**config.mk**
```make
export PLATFORM = sky130hd
export DESIGN_NAME = lhq_ctrl
export DESIGN_NICKNAME = d
export VERILOG_FILES = /design/src/rtl/lhq_pkg.sv /design/src/rtl/lhq_ctrl.sv
export SDC_FILE = /design/constraint.sdc
export NUM_CORES = 1
export LEC_CHECK = 0
export BUFFER_PORTS_ARGS = -buffer_cell sky130_fd_sc_hd__buf_2
export CORE_ASPECT_RATIO = 0.8
export CORE_MARGIN = 2
export CORE_UTILIZATION = 50
export DETAILED_ROUTE_END_ITERATION = 10
export HOLD_SLACK_MARGIN = 0.12
export PLACE_DENSITY_LB_ADDON = 0.25
export SLEW_MARGIN = 0
export SYNTH_ARGS = -nofsm -noshare
export SYNTH_HDL_FRONTEND = slang
export SYNTH_SLANG_ARGS = --single-unit
```
**constraint.sdc**
```tcl
create_clock -name clk_i -period 3.9 [get_ports clk_i]
set_input_delay 0.585 -clock clk_i [delete_from_list [all_inputs] [get_ports clk_i]]
set_output_delay 0.585 -clock clk_i [all_outputs]
set_load 0.01 [all_outputs]
```
**src/rtl/lhq_pkg.sv**
```systemverilog
// Shared types, codes and command/status bundles for the line hull query block.
package lhq_pkg;

  // One input item.
  typedef struct packed {
    logic               func;
    logic signed [31:0] slope;
    logic signed [31:0] intercept;
    logic signed [31:0] query_x;
  } in_item_t;

  // One result item.
  typedef struct packed {
    logic signed [63:0] value;
    logic [2:0]         status;
  } out_item_t;

  // One stored line, possibly negated (33 bits each).
  typedef struct packed {
    logic signed [32:0] a;
    logic signed [32:0] b;
  } line_t;

  localparam logic FUNC_QUERY = 1'b1;

  typedef enum logic [2:0] {
    ST_OK      = 3'd0,
    ST_ADDED   = 3'd1,
    ST_DROPPED = 3'd2,
    ST_FULL    = 3'd3,
    ST_EMPTY   = 3'd4
  } status_e;

  typedef enum logic [1:0] {
    PH_NEW,
    PH_RIGHT,
    PH_LEFT
  } phase_e;

  typedef enum logic [4:0] {
    S_IDLE,
    S_SCAN_RD,
    S_SCAN_CMP,
    S_NEW_L,
    S_NEW_LW,
    S_NEW_RW,
    S_T1,
    S_T2,
    S_T3,
    S_RP_A,
    S_RP_B,
    S_RP_C,
    S_LP_A,
    S_LP_B,
    S_LP_C,
    S_FIN,
    S_CP_RD,
    S_CP_WR,
    S_Q0,
    S_Q0W,
    S_Q_A,
    S_Q_B,
    S_QT1,
    S_QT2,
    S_QT3,
    S_QV1,
    S_QV2,
    S_DONE
  } state_e;

  // Controller to datapath.
  typedef struct packed {
    logic    load_in;
    logic    ld_l_rd;
    logic    ld_l_new;
    logic    ld_m_rd;
    logic    ld_m_new;
    logic    ld_r_rd;
    logic    ld_r_new;
    logic    has_l;
    logic    has_r;
    logic    shift_lr;
    logic    wr_en;
    logic    wr_new;
    logic    swap;
    logic    set_res;
    logic    res_val;
    status_e res_code;
    logic    publish;
  } cmd_t;

  // Datapath to controller.
  typedef struct packed {
    logic query_item;
    logic rd_gt_new;
    logic redundant;
    logic q_advance;
    logic slot_free;
  } stat_t;

endpackage

```
**src/rtl/lhq_ctrl.sv**
```systemverilog
// Sequencer for insert, prune, copy and query walks over the line table.
module lhq_ctrl import lhq_pkg::*; #(
  parameter int unsigned MAX_LINES = 64,
  localparam int unsigned AW = $clog2(MAX_LINES),
  localparam int unsigned CW = $clog2(MAX_LINES + 1)
) (
  input  logic          clk_i,
  input  logic          rst_ni,
  input  logic          in_valid_i,
  output logic          in_ready_o,
  input  stat_t         stat_i,
  output cmd_t          cmd_o,
  output logic [AW-1:0] raddr_o,
  output logic [AW-1:0] waddr_o
);

  state_e        state_q, state_d;
  phase_e        phase_q, phase_d;
  logic [CW-1:0] k_q, k_d;
  logic [CW-1:0] pos_q, pos_d;
  logic [CW-1:0] r_q, r_d;
  logic [CW-1:0] l_q, l_d;
  logic [CW-1:0] count_q, count_d;
  logic [CW:0]   nc_q, nc_d;
  logic [CW:0]   nc_sum;
  logic          nc_over;
  logic [CW-1:0] src;

  // Size of the table after keeping old[0..l-1], the new line and old[r..n-1].
  assign nc_sum  = (CW+1)'(l_q) + (CW+1)'(count_q) + (CW+1)'(1) - (CW+1)'(r_q);
  assign nc_over = nc_sum > (CW+1)'(MAX_LINES);
  assign src     = (k_q < l_q) ? k_q : (k_q + r_q - l_q - CW'(1));

  always_ff @(posedge clk_i or negedge rst_ni) begin
    if (!rst_ni) begin
      state_q <= S_IDLE;
      phase_q <= PH_NEW;
      k_q     <= '0;
      pos_q   <= '0;
      r_q     <= '0;
      l_q     <= '0;
      count_q <= '0;
      nc_q    <= '0;
    end else begin
      state_q <= state_d;
      phase_q <= phase_d;
      k_q     <= k_d;
      pos_q   <= pos_d;
      r_q     <= r_d;
      l_q     <= l_d;
      count_q <= count_d;
      nc_q    <= nc_d;
    end
  end

  // Next state and counters.
  always_comb begin
    state_d = state_q;
    phase_d = phase_q;
    k_d     = k_q;
    pos_d   = pos_q;
    r_d     = r_q;
    l_d     = l_q;
    count_d = count_q;
    nc_d    = nc_q;
    case (state_q)
      S_IDLE: begin
        if (in_valid_i) begin
          k_d = '0;
          if (stat_i.query_item) begin
            state_d = (count_q == '0) ? S_DONE : S_Q0;
          end else if (count_q == '0) begin
            pos_d   = '0;
            state_d = S_NEW_L;
          end else begin
            state_d = S_SCAN_RD;
          end
        end
      end
      S_SCAN_RD: state_d = S_SCAN_CMP;
      S_SCAN_CMP: begin
        if (stat_i.rd_gt_new) begin
          pos_d   = k_q;
          state_d = S_NEW_L;
        end else if (k_q + CW'(1) == count_q) begin
          pos_d   = count_q;
          state_d = S_NEW_L;
        end else begin
          k_d     = k_q + CW'(1);
          state_d = S_SCAN_RD;
        end
      end
      S_NEW_L:  state_d = S_NEW_LW;
      S_NEW_LW: state_d = S_NEW_RW;
      S_NEW_RW: begin
        phase_d = PH_NEW;
        state_d = S_T1;
      end
      S_T1: state_d = S_T2;
      S_T2: state_d = S_T3;
      S_T3: begin
        case (phase_q)
          PH_NEW: begin
            if (stat_i.redundant) begin
              state_d = S_DONE;
            end else begin
              r_d     = pos_q;
              state_d = S_RP_A;
            end
          end
          PH_RIGHT: begin
            if (stat_i.redundant) begin
              r_d     = r_q + CW'(1);
              state_d = S_RP_A;
            end else begin
              l_d     = pos_q;
              state_d = S_LP_A;
            end
          end
          PH_LEFT: begin
            if (stat_i.redundant) begin
              l_d     = l_q - CW'(1);
              state_d = S_LP_A;
            end else begin
              state_d = S_FIN;
            end
          end
          default: state_d = S_IDLE;
        endcase
      end
      S_RP_A: begin
        if (r_q == count_q) begin
          l_d     = pos_q;
          state_d = S_LP_A;
        end else begin
          state_d = S_RP_B;
        end
      end
      S_RP_B: state_d = S_RP_C;
      S_RP_C: begin
        phase_d = PH_RIGHT;
        state_d = S_T1;
      end
      S_LP_A: state_d = (l_q == '0) ? S_FIN : S_LP_B;
      S_LP_B: state_d = S_LP_C;
      S_LP_C: begin
        phase_d = PH_LEFT;
        state_d = S_T1;
      end
      S_FIN: begin
        nc_d    = nc_sum;
        k_d     = '0;
        state_d = nc_over ? S_DONE : S_CP_RD;
      end
      S_CP_RD: begin
        if ((CW+1)'(k_q) == nc_q) begin
          count_d = nc_q[CW-1:0];
          state_d = S_DONE;
        end else if (k_q == l_q) begin
          k_d = k_q + CW'(1);
        end else begin
          state_d = S_CP_WR;
        end
      end
      S_CP_WR: begin
        k_d     = k_q + CW'(1);
        state_d = S_CP_RD;
      end
      S_Q0:  state_d = S_Q0W;
      S_Q0W: state_d = S_Q_A;
      S_Q_A: state_d = (k_q + CW'(1) == count_q) ? S_QV1 : S_Q_B;
      S_Q_B: state_d = S_QT1;
      S_QT1: state_d = S_QT2;
      S_QT2: state_d = S_QT3;
      S_QT3: begin
        if (stat_i.q_advance) begin
          k_d     = k_q + CW'(1);
          state_d = S_Q_A;
        end else begin
          state_d = S_QV1;
        end
      end
      S_QV1: state_d = S_QV2;
      S_QV2: state_d = S_DONE;
      S_DONE: begin
        if (stat_i.slot_free) begin
          state_d = S_IDLE;
        end
      end
      default: state_d = S_IDLE;
    endcase
  end

  // Commands and addresses.
  always_comb begin
    cmd_o      = '0;
    in_ready_o = 1'b0;
    raddr_o    = '0;
    waddr_o    = k_q[AW-1:0];
    case (state_q)
      S_IDLE: begin
        in_ready_o    = 1'b1;
        cmd_o.load_in = in_valid_i;
        if (in_valid_i && stat_i.query_item && count_q == '0) begin
          cmd_o.set_res  = 1'b1;
          cmd_o.res_code = ST_EMPTY;
        end
      end
      S_SCAN_RD: raddr_o = k_q[AW-1:0];
      S_NEW_L:   raddr_o = AW'(pos_q - CW'(1));
      S_NEW_LW: begin
        cmd_o.ld_l_rd = 1'b1;
        cmd_o.has_l   = pos_q != '0;
        raddr_o       = pos_q[AW-1:0];
      end
      S_NEW_RW: begin
        cmd_o.ld_r_rd  = 1'b1;
        cmd_o.has_r    = pos_q != count_q;
        cmd_o.ld_m_new = 1'b1;
      end
      S_T3: begin
        if (phase_q == PH_NEW && stat_i.redundant) begin
          cmd_o.set_res  = 1'b1;
          cmd_o.res_code = ST_DROPPED;
        end
      end
      S_RP_A: raddr_o = r_q[AW-1:0];
      S_RP_B: begin
        cmd_o.ld_m_rd = 1'b1;
        raddr_o       = AW'(r_q + CW'(1));
      end
      S_RP_C: begin
        cmd_o.ld_r_rd  = 1'b1;
        cmd_o.has_r    = (r_q + CW'(1)) != count_q;
        cmd_o.ld_l_new = 1'b1;
        cmd_o.has_l    = 1'b1;
      end
      S_LP_A: raddr_o = AW'(l_q - CW'(1));
      S_LP_B: begin
        cmd_o.ld_m_rd = 1'b1;
        raddr_o       = AW'(l_q - CW'(2));
      end
      S_LP_C: begin
        cmd_o.ld_l_rd  = 1'b1;
        cmd_o.has_l    = l_q >= CW'(2);
        cmd_o.ld_r_new = 1'b1;
        cmd_o.has_r    = 1'b1;
      end
      S_FIN: begin
        if (nc_over) begin
          cmd_o.set_res  = 1'b1;
          cmd_o.res_code = ST_FULL;
        end
      end
      S_CP_RD: begin
        if ((CW+1)'(k_q) == nc_q) begin
          cmd_o.swap     = 1'b1;
          cmd_o.set_res  = 1'b1;
          cmd_o.res_code = ST_ADDED;
        end else if (k_q == l_q) begin
          cmd_o.wr_en  = 1'b1;
          cmd_o.wr_new = 1'b1;
        end else begin
          raddr_o = src[AW-1:0];
        end
      end
      S_CP_WR: cmd_o.wr_en = 1'b1;
      S_Q0:    raddr_o = '0;
      S_Q0W: begin
        cmd_o.ld_l_rd = 1'b1;
        cmd_o.has_l   = 1'b1;
      end
      S_Q_A: raddr_o = AW'(k_q + CW'(1));
      S_Q_B: begin
        cmd_o.ld_r_rd = 1'b1;
        cmd_o.has_r   = 1'b1;
      end
      S_QT3: cmd_o.shift_lr = stat_i.q_advance;
      S_QV2: begin
        cmd_o.set_res  = 1'b1;
        cmd_o.res_val  = 1'b1;
        cmd_o.res_code = ST_OK;
      end
      S_DONE: cmd_o.publish = stat_i.slot_free;
      default: cmd_o = '0;
    endcase
  end

endmodule

```
# After elaboration in Yosys (flattened, before gate mapping)
# Cells that the tools add are included.
[totals]
ff_bits = 50
input_bits = 8
out_inout_bits = 32
wordCells = 170
[op_classes]
add_sub_neg = 11
n_lt_le_gt_ge = 3
eq_ne = 52
mux = 71
n_reduce_logical = 25
[op_table]
columns = ["cell", "n"]
rows = [
  ["$pmux W5 S26", 1],
  ["$mux W7", 15],
  ["$eq A5 B5 Y1 const B", 12],
  ["$pmux W7 S2", 4],
  ["$pmux W6 S9", 1],
  ["$pmux W7 S6", 1],
  ["$eq A5 B4 Y1 const B", 8],
  ["$mux W5", 6],
  ["$ne A2 B2 Y1 const B", 12],
  ["$mux W2", 11],
  ["$eq A7 B7 Y1", 3],
  ["$eq A5 B3 Y1 const B", 4],
  ["$mux W6", 3],
  ["$mux W4", 4],
  ["$mux W1", 15],
  ["$pmux W5 S3", 1],
  ["$add A7 B1 Y7 const B", 2],
  ["$logic_not A7 Y1", 2],
  ["$ne A7 B7 Y1", 2],
  ["$ne A3 B3 Y1 const B", 4],
  ["$pmux W3 S4", 1],
  ["$sub A6 B1 Y6 const B", 2],
  ["$eq A5 B2 Y1 const B", 2],
  ["$reduce_and A5 Y1", 2],
  ["33 further kinds", 44],
]

# Longest topological paths before layout
# Gate-level depths: netlist of run 1.
[depth]
depth_word = 7
ltp_mapped = 13

# Worst setup path before layout of run 1
# No wires, ideal clock.
[synth_path]
kind = "register -> output"
start = "register count_q[4]"
end = "output port cmd_o[5] (netlist bit)"
arrival_ns = 3.158
required_ns = 3.315
slack_ns = 0.157
path_stages_with_launch = 12
path_buffers = 1
path_cell_list = "dfrtp_1 -> clkbuf_1 -> inv_1 -> fa_1 -> inv_1 -> ha_1 -> nor2b_1 -> a221oi_1 -> nand3_1 -> nor4_1 -> o221ai_1 -> or4_1"
[synth_rtl]
columns = ["element", "line", "rtl"]
rows = [
  ["from (decl)", "lhq_ctrl.sv:23", "logic [CW-1:0] count_q, count_d;"],
  ["from (signal assigned)", "lhq_ctrl.sv:51", "count_q <= count_d;"],
  ["to (decl)", "lhq_ctrl.sv:12", "output cmd_t cmd_o,"],
]

==> metrics, run 1 <==
slowest CP cell or4_1; post-synthesis mux area share 3.95%; Slew Limit Fails 0; CP Depth 11; Die W 123 um; power density over cell area 907 mW/mm2; worst r2r src state_q[3]; cell taking the most area after synthesis dfrtp_1; GR Util met3 12.9%; placeable core area 0.0110 mm2; Post-Place Setup Slack 0.111 ns; buffers plus inverters on the worst setup path 3; Die Y 99.3 um; number of global-route vias before repair 5718; crit-path most repeated cell inv_1; Cell Area, Synth 0.00568 mm2; first-pass GRT wire length 33800 um; # rows 34; Yosys reg bits 50; dpl hpwl 17100 um; Compound-Gate Fraction of Synth Area 23.9%; FF-to-FF path depth 6; CP peak stage delay 0.52 ns; type of the most critical hold path in -> async; Critical Path RT 3.31 ns; Clock Latency Late Sink 0.30 ns; syn nets 780; Adder-Cell Fraction of Synth Area 10.3%; Via-to-Cell Ratio 6.46; top-count cell post-synth nand2_1; Final ANT Viol Nets 0; Slew Limit Headroom 34.4%; top cells by area, synth dfrtp_1 22%, ha_1 5.7%, xnor2_1 5.2%; Synth async-reset ratio 100%; crit path from count_q[3]; post-layout util 59.6%; Post-CTS Hold Fix Bufs 0; startpoint types register; nets 833; Post-synth EDFFs 0; io pins 40; Worst-path clk slew 0.08 ns; initial antenna violation count 0; drt pass-1 iters 5; setup violators final 0; wire per inst 24.2 um; grt ovf 0; Area growth, synth to finish 15.2%; busiest layer in global routing met2; clk sinks 50; Yosys top cell area share 22.0%; crit-path max FO 6; Iteration-0 DRC Markers 927; main combinational cell family by area after synthesis compound AO/OA/AOI/OAI gates; top_reg_cell synth dfrtp_1; final hold vios 0; sequential share of the synthesized area 22.0%; Arr. time, crit path 3.28 ns; CTS max path bufs 2; setup TNS 0 ns; Top Family by Delay on Critical Path simple AND/OR/NAND/NOR gates; Filler cells 1021; CTS tree yes; Die ar. 0.0122 mm2; number of CTS-inserted buffers 5; DRC viols 0; average size of a mapped cell 7.74 um2; Max-cap violations 0; multi-input logic area 0.00403 mm2; crit path cell chain inv_1, fa_1, inv_1, ha_2, a211o_1, o21ai_2, xnor2_2, nor4_4, o221ai_2, or4_1, buf_2; met2 global-route usage 53.7%; IO buf count 39; pin count of the biggest net entering global routing 30; Slew @ Worst Pin 0.974 ns; Pwr Total 5930 uW; GPL Wtd Cong 1.02; Post-Synth Simple-Gate Area 22.2%; Post-Route WL 22500 um; Syn Inst Count 733; CTS H-tree depth 2; Layout Skew 0.00674 ns; Root Buffer clkbuf_16; Synth Area in XOR/XNOR 7.71%; placed instance count 912; sequential cell area 0.00125 mm2; synth unique cells 84; DR vias 6018; Starting Density 51.7%; Yosys warnings 0; critical path type reg -> out; leakage 0.00290 uW; fin crit period 3.86 ns; Ant. Diodes 0; final cell count without fillers 931; Final period util 99.0%; layout cells sized above 1 20.6%; top post-synthesis cells by count 77 x nand2_1, 65 x inv_1, 57 x o21ai_0, 50 x dfrtp_1, 49 x nor2_1; GRT met1 Usage 51.8%; Crit. End Element output pin; maximum vdd drop 405 uV; gr usage total 37.2%; final setup margin 0.0377 ns; RSZ-0062 raised after global routing yes; maximum operating frequency 0.259 GHz; status complete, no violations
-- per-stage QoR --
| step | hold slack, ns | area [um2] |
|---|---|---|
| 2_1_floorplan | 0.289 | 5680 |
| 3_3_place_gp | 0.476 | 6120 |
| 3_5_place_dp | 0.477 | 6120 |
| 4_1_cts | 0.280 | 6350 |
| 5_1_grt | 0.292 | 6540 |
| 6_report | 0.251 | 6540 |
-- registers in the layout (all words and copies together), names as in the netlist --
name / cells
nc_q: 8
count_q: 7
k_q: 7
l_q: 7
pos_q: 7
r_q: 7
state_q: 5
phase_q: 2
-- worst paths after layout --
kind                                   end  slack [ns]
max in group asynchronous           r_q[4]        2.84
worst min register to register     nc_q[7]        0.50
worst max-delay path              cmd_o[5]        0.04
min in group clk_i                 nc_q[7]        0.50
worst max register to register  state_q[1]        0.82
worst min-delay path               nc_q[0]        0.25
-- cells by family (layout without fill, tap and decap cells) --
family,count (synthesis),after routing
buffers and inverters,121,175
xor gates and xnor gates,50,50
and+or+nand+nor,250,250
muxes,22,22
AOI/OAI and AO/OA,201,201
adders and majority gates,39,39
DFF,50,50
-- layer usage --
layer,up-vias,part of all wire [%]
met4,0,3.6
li1,2695,-
met5,-,0
met3,70,12
met2,365,42
met1,2888,42
-- cells in the final DEF (no fill, tap or decap), types with 5 or more instances in the layout --
cell,synthesis,routed
nor2_1,49,48
dfrtp_1,50,49
buf_4,8,62
nor4_1,8,6
nor2b_1,9,9
ha_1,26,21
inv_2,0,7
o21ai_0,57,53
nand2_1,77,77
nand2b_1,12,12
nor3b_1,8,8
fa_1,13,12
nand3b_1,6,6
clkbuf_16,0,5
a211oi_1,6,6
a21oi_1,39,38
a22oi_1,5,5
mux2i_1,19,19
nand3_1,16,14
nor3_1,20,20
xnor2_1,34,32
and2_1,5,5
nand4_1,10,10
a31oi_1,8,8
inv_1,65,58
xor2_1,16,15
o22ai_1,21,21
buf_2,6,39
-- cell type report --
| type | instances | share of cell area [%] |
|---|---|---|
| Sequential cell | 50 | 19.2 |
| Clock buffer | 6 | 1.97 |
| Clock inverter | 2 | 0.574 |
| Inverter | 65 | 3.73 |
| Multi-Input combinational cell | 562 | 61.5 |
| Timing Repair Buffer | 102 | 10.3 |
| Tap cell | 144 | 2.75 |
-- power breakdown --
part	internal (uW)	total [uW]	switching [uW]
Combinational	1880	4480	2600
Sequential	666	921	255
Clock	304	535	231
-- what timing repair did --
| action | 4_1_cts | 5_1_grt |
|---|---|---|
| pin swaps | 3 | 15 |
| setup endpoints to repair | 1 | 2 |
| gates resized for setup | 7 | 30 |
| setup buffers | 2 | 9 |
Power figures use the tool's default switching activity.
==> inputs of run 2 (changes only) <==
==> constraint.sdc (replaced) <==
create_clock -name clk_i -period 3.58 [get_ports clk_i]
set_input_delay 0.537 -clock clk_i [delete_from_list [all_inputs] [get_ports clk_i]]
set_output_delay 0.537 -clock clk_i [all_outputs]
set_load 0.01 [all_outputs]
==> run 2 against run 1 <==
  * Register-to-register slack got worse by 0.50 ns
  * Wire length fell by 1.2%
  * Sequential share of layout area fell by 0.45 points
  * Critical path type unchanged
  * Worst hold slack improved by 0.082 ns
  * Sequential cell count did not move
  * Clock power fell by 1%
  * The flow now finishes with violations (setup timing)
  * Critical path depth rose by 1
  * Die area did not move
  * Largest cell class unchanged
==> metrics, run 2 (synthesis gave the netlist of run 1 again) <==
status finished, violations left; failing checks setup timing; register name with the most flops nc_q; power density over cell area 1010 mW/mm2; CTS max path bufs 2; Via-to-Cell Ratio 6.50; maximum operating frequency 0.257 GHz; number of CTS-inserted buffers 5; Slew @ Worst Pin 1.19 ns; fin crit period 3.89 ns; Slew Limit Headroom 20.1%; crit path cell chain inv_2, fa_1, inv_2, ha_4, buf_6, o21ai_0, a21oi_1, o21ai_0, xnor2_1, o221ai_2, or4_1, buf_2; CTS tree yes; Final Instance Area 0.00669 mm2; max reg flops 8; pin count of the biggest net entering global routing 34; # rows 34; DRC viols 0; reg-to-reg critical path endpoint state_q[1]; number of global-route vias before repair 5857; Root Buffer clkbuf_16; Worst-path clk slew 0.07 ns; dpl hpwl 16900 um; most frequent cells in the layout 76 x nand2_1, 73 x buf_4, 54 x inv_1, 54 x o21ai_0, 50 x dfrtp_1; Die Y 99.3 um; startpoint types register; worst r2r src count_q[4]; Starting Density 51.7%; Fin Hold WS 0.333 ns; grt ovf 0; Die ar. 0.0122 mm2; setup violators final 3; final hold vios 0; Iteration-0 DRC Markers 917; Crit. End Element output pin; most common cell after layout, fill and taps aside nand2_1; clk sinks 50; Area growth, synth to finish 17.9%; Post-Route WL 22300 um; Final ANT Viol Nets 0; Ant. Diodes 0; Clock Latency Late Sink 0.30 ns; placeable core area 0.0110 mm2; Layout Skew 0.00720 ns; GPL Wtd Cong 1.00; gr usage total 36.9%; maximum vdd drop 566 uV; leakage 0.00297 uW; CTS H-tree depth 2; Arr. time, crit path 3.35 ns; slowest CP cell fa_1; io pins 40; crit-path max FO 4; initial antenna violation count 0; post-place instance area 0.00619 mm2; DR vias 6145; IO buf count 39; CP peak stage delay 0.54 ns; final setup margin -0.308 ns; nets 848; layout cells sized above 1 23.7%; FF-to-FF path depth 13; drt pass-1 iters 5; Slew Limit Fails 0; Max-cap violations 0; RSZ-0062 raised after global routing yes; Die W 123 um; Critical Path RT 3.04 ns; Final period util 109%; critical path type reg -> out; Post-CTS Hold Fix Bufs 0; wire per inst 23.5 um; first-pass GRT wire length 33800 um; type of the most critical hold path in -> async; r2r setup slk 0.32 ns
[run 2: stage by stage]
stage	worst slack [ns]	utilization, %	setup TNS (ns)	total power, uW	std cells
finish	-0.308	61.0	-0.563	6740	946
global route	-0.349	61.0	-0.800	7140	946
CTS	-0.215	59.1	-0.329	5960	934
detailed placement	-0.106	56.4	-0.106	4940	920
global placement	0.0432	56.4	0	4810	920
floorplan	0.0301	-	0	3650	733
[run 2: area by class of cell]
type	count	area [um2]
Clock buffer	6	139
Clock inverter	2	16.3
Fill cell	985	4280
Inverter	65	248
Multi-Input combinational cell	562	4050
Sequential cell	50	1250
Tap cell	144	180
Timing Repair Buffer	117	810
[run 2: how the worst max path moves through the flow]
stage | endpoint | start | cells after the start | slack [ns]
2_1_floorplan | cmd_o[5] | count_q[5] | 11 | 0.03
3_3_place_gp | cmd_o[5] | r_q[5] | 10 | 0.04
3_5_place_dp | cmd_o[5] | r_q[2] | 10 | -0.11
4_1_cts | cmd_o[5] | count_q[4] | 11 | -0.22
5_1_grt | cmd_o[5] | count_q[4] | 12 | -0.35
6_report | cmd_o[5] | count_q[4] | 12 | -0.31
[run 2: timing repair]
item | in CTS | in global routing
setup buffers | 6 | 12
gates resized for setup | 20 | 33
setup endpoints to repair | 3 | 6
pin swaps | 15 | 22
[run 2: metal layers]
layer	track usage, %	vias to the layer above	part of all wire, %
met5	0	-	0
met4	13.3	0	3.9
li1	-	2723	-
met2	51.8	426	41
met1	53.1	2923	41
met3	11.4	73	14
[run 2: where the power goes]
group | total (uW) | leakage [uW] | internal, uW | switching [uW]
sequential | 935 | 0.000654 | 726 | 209
clock | 527 | 0.0000735 | 282 | 245
combinational | 5280 | 0.00224 | 2280 | 3000
total | 6740 | 0.00297 | 3280 | 3460
[run 2: worst max-delay path: cells and delay by family, from the launching register on]
kind | cells | cell delay (ns)
fa+ha+maj | 2 | 0.75
simple gates | 1 | 0.50
xor+xnor | 1 | 0.21
buf+inv | 4 | 0.37
compound gates | 4 | 0.85
flops | 1 | 0.37
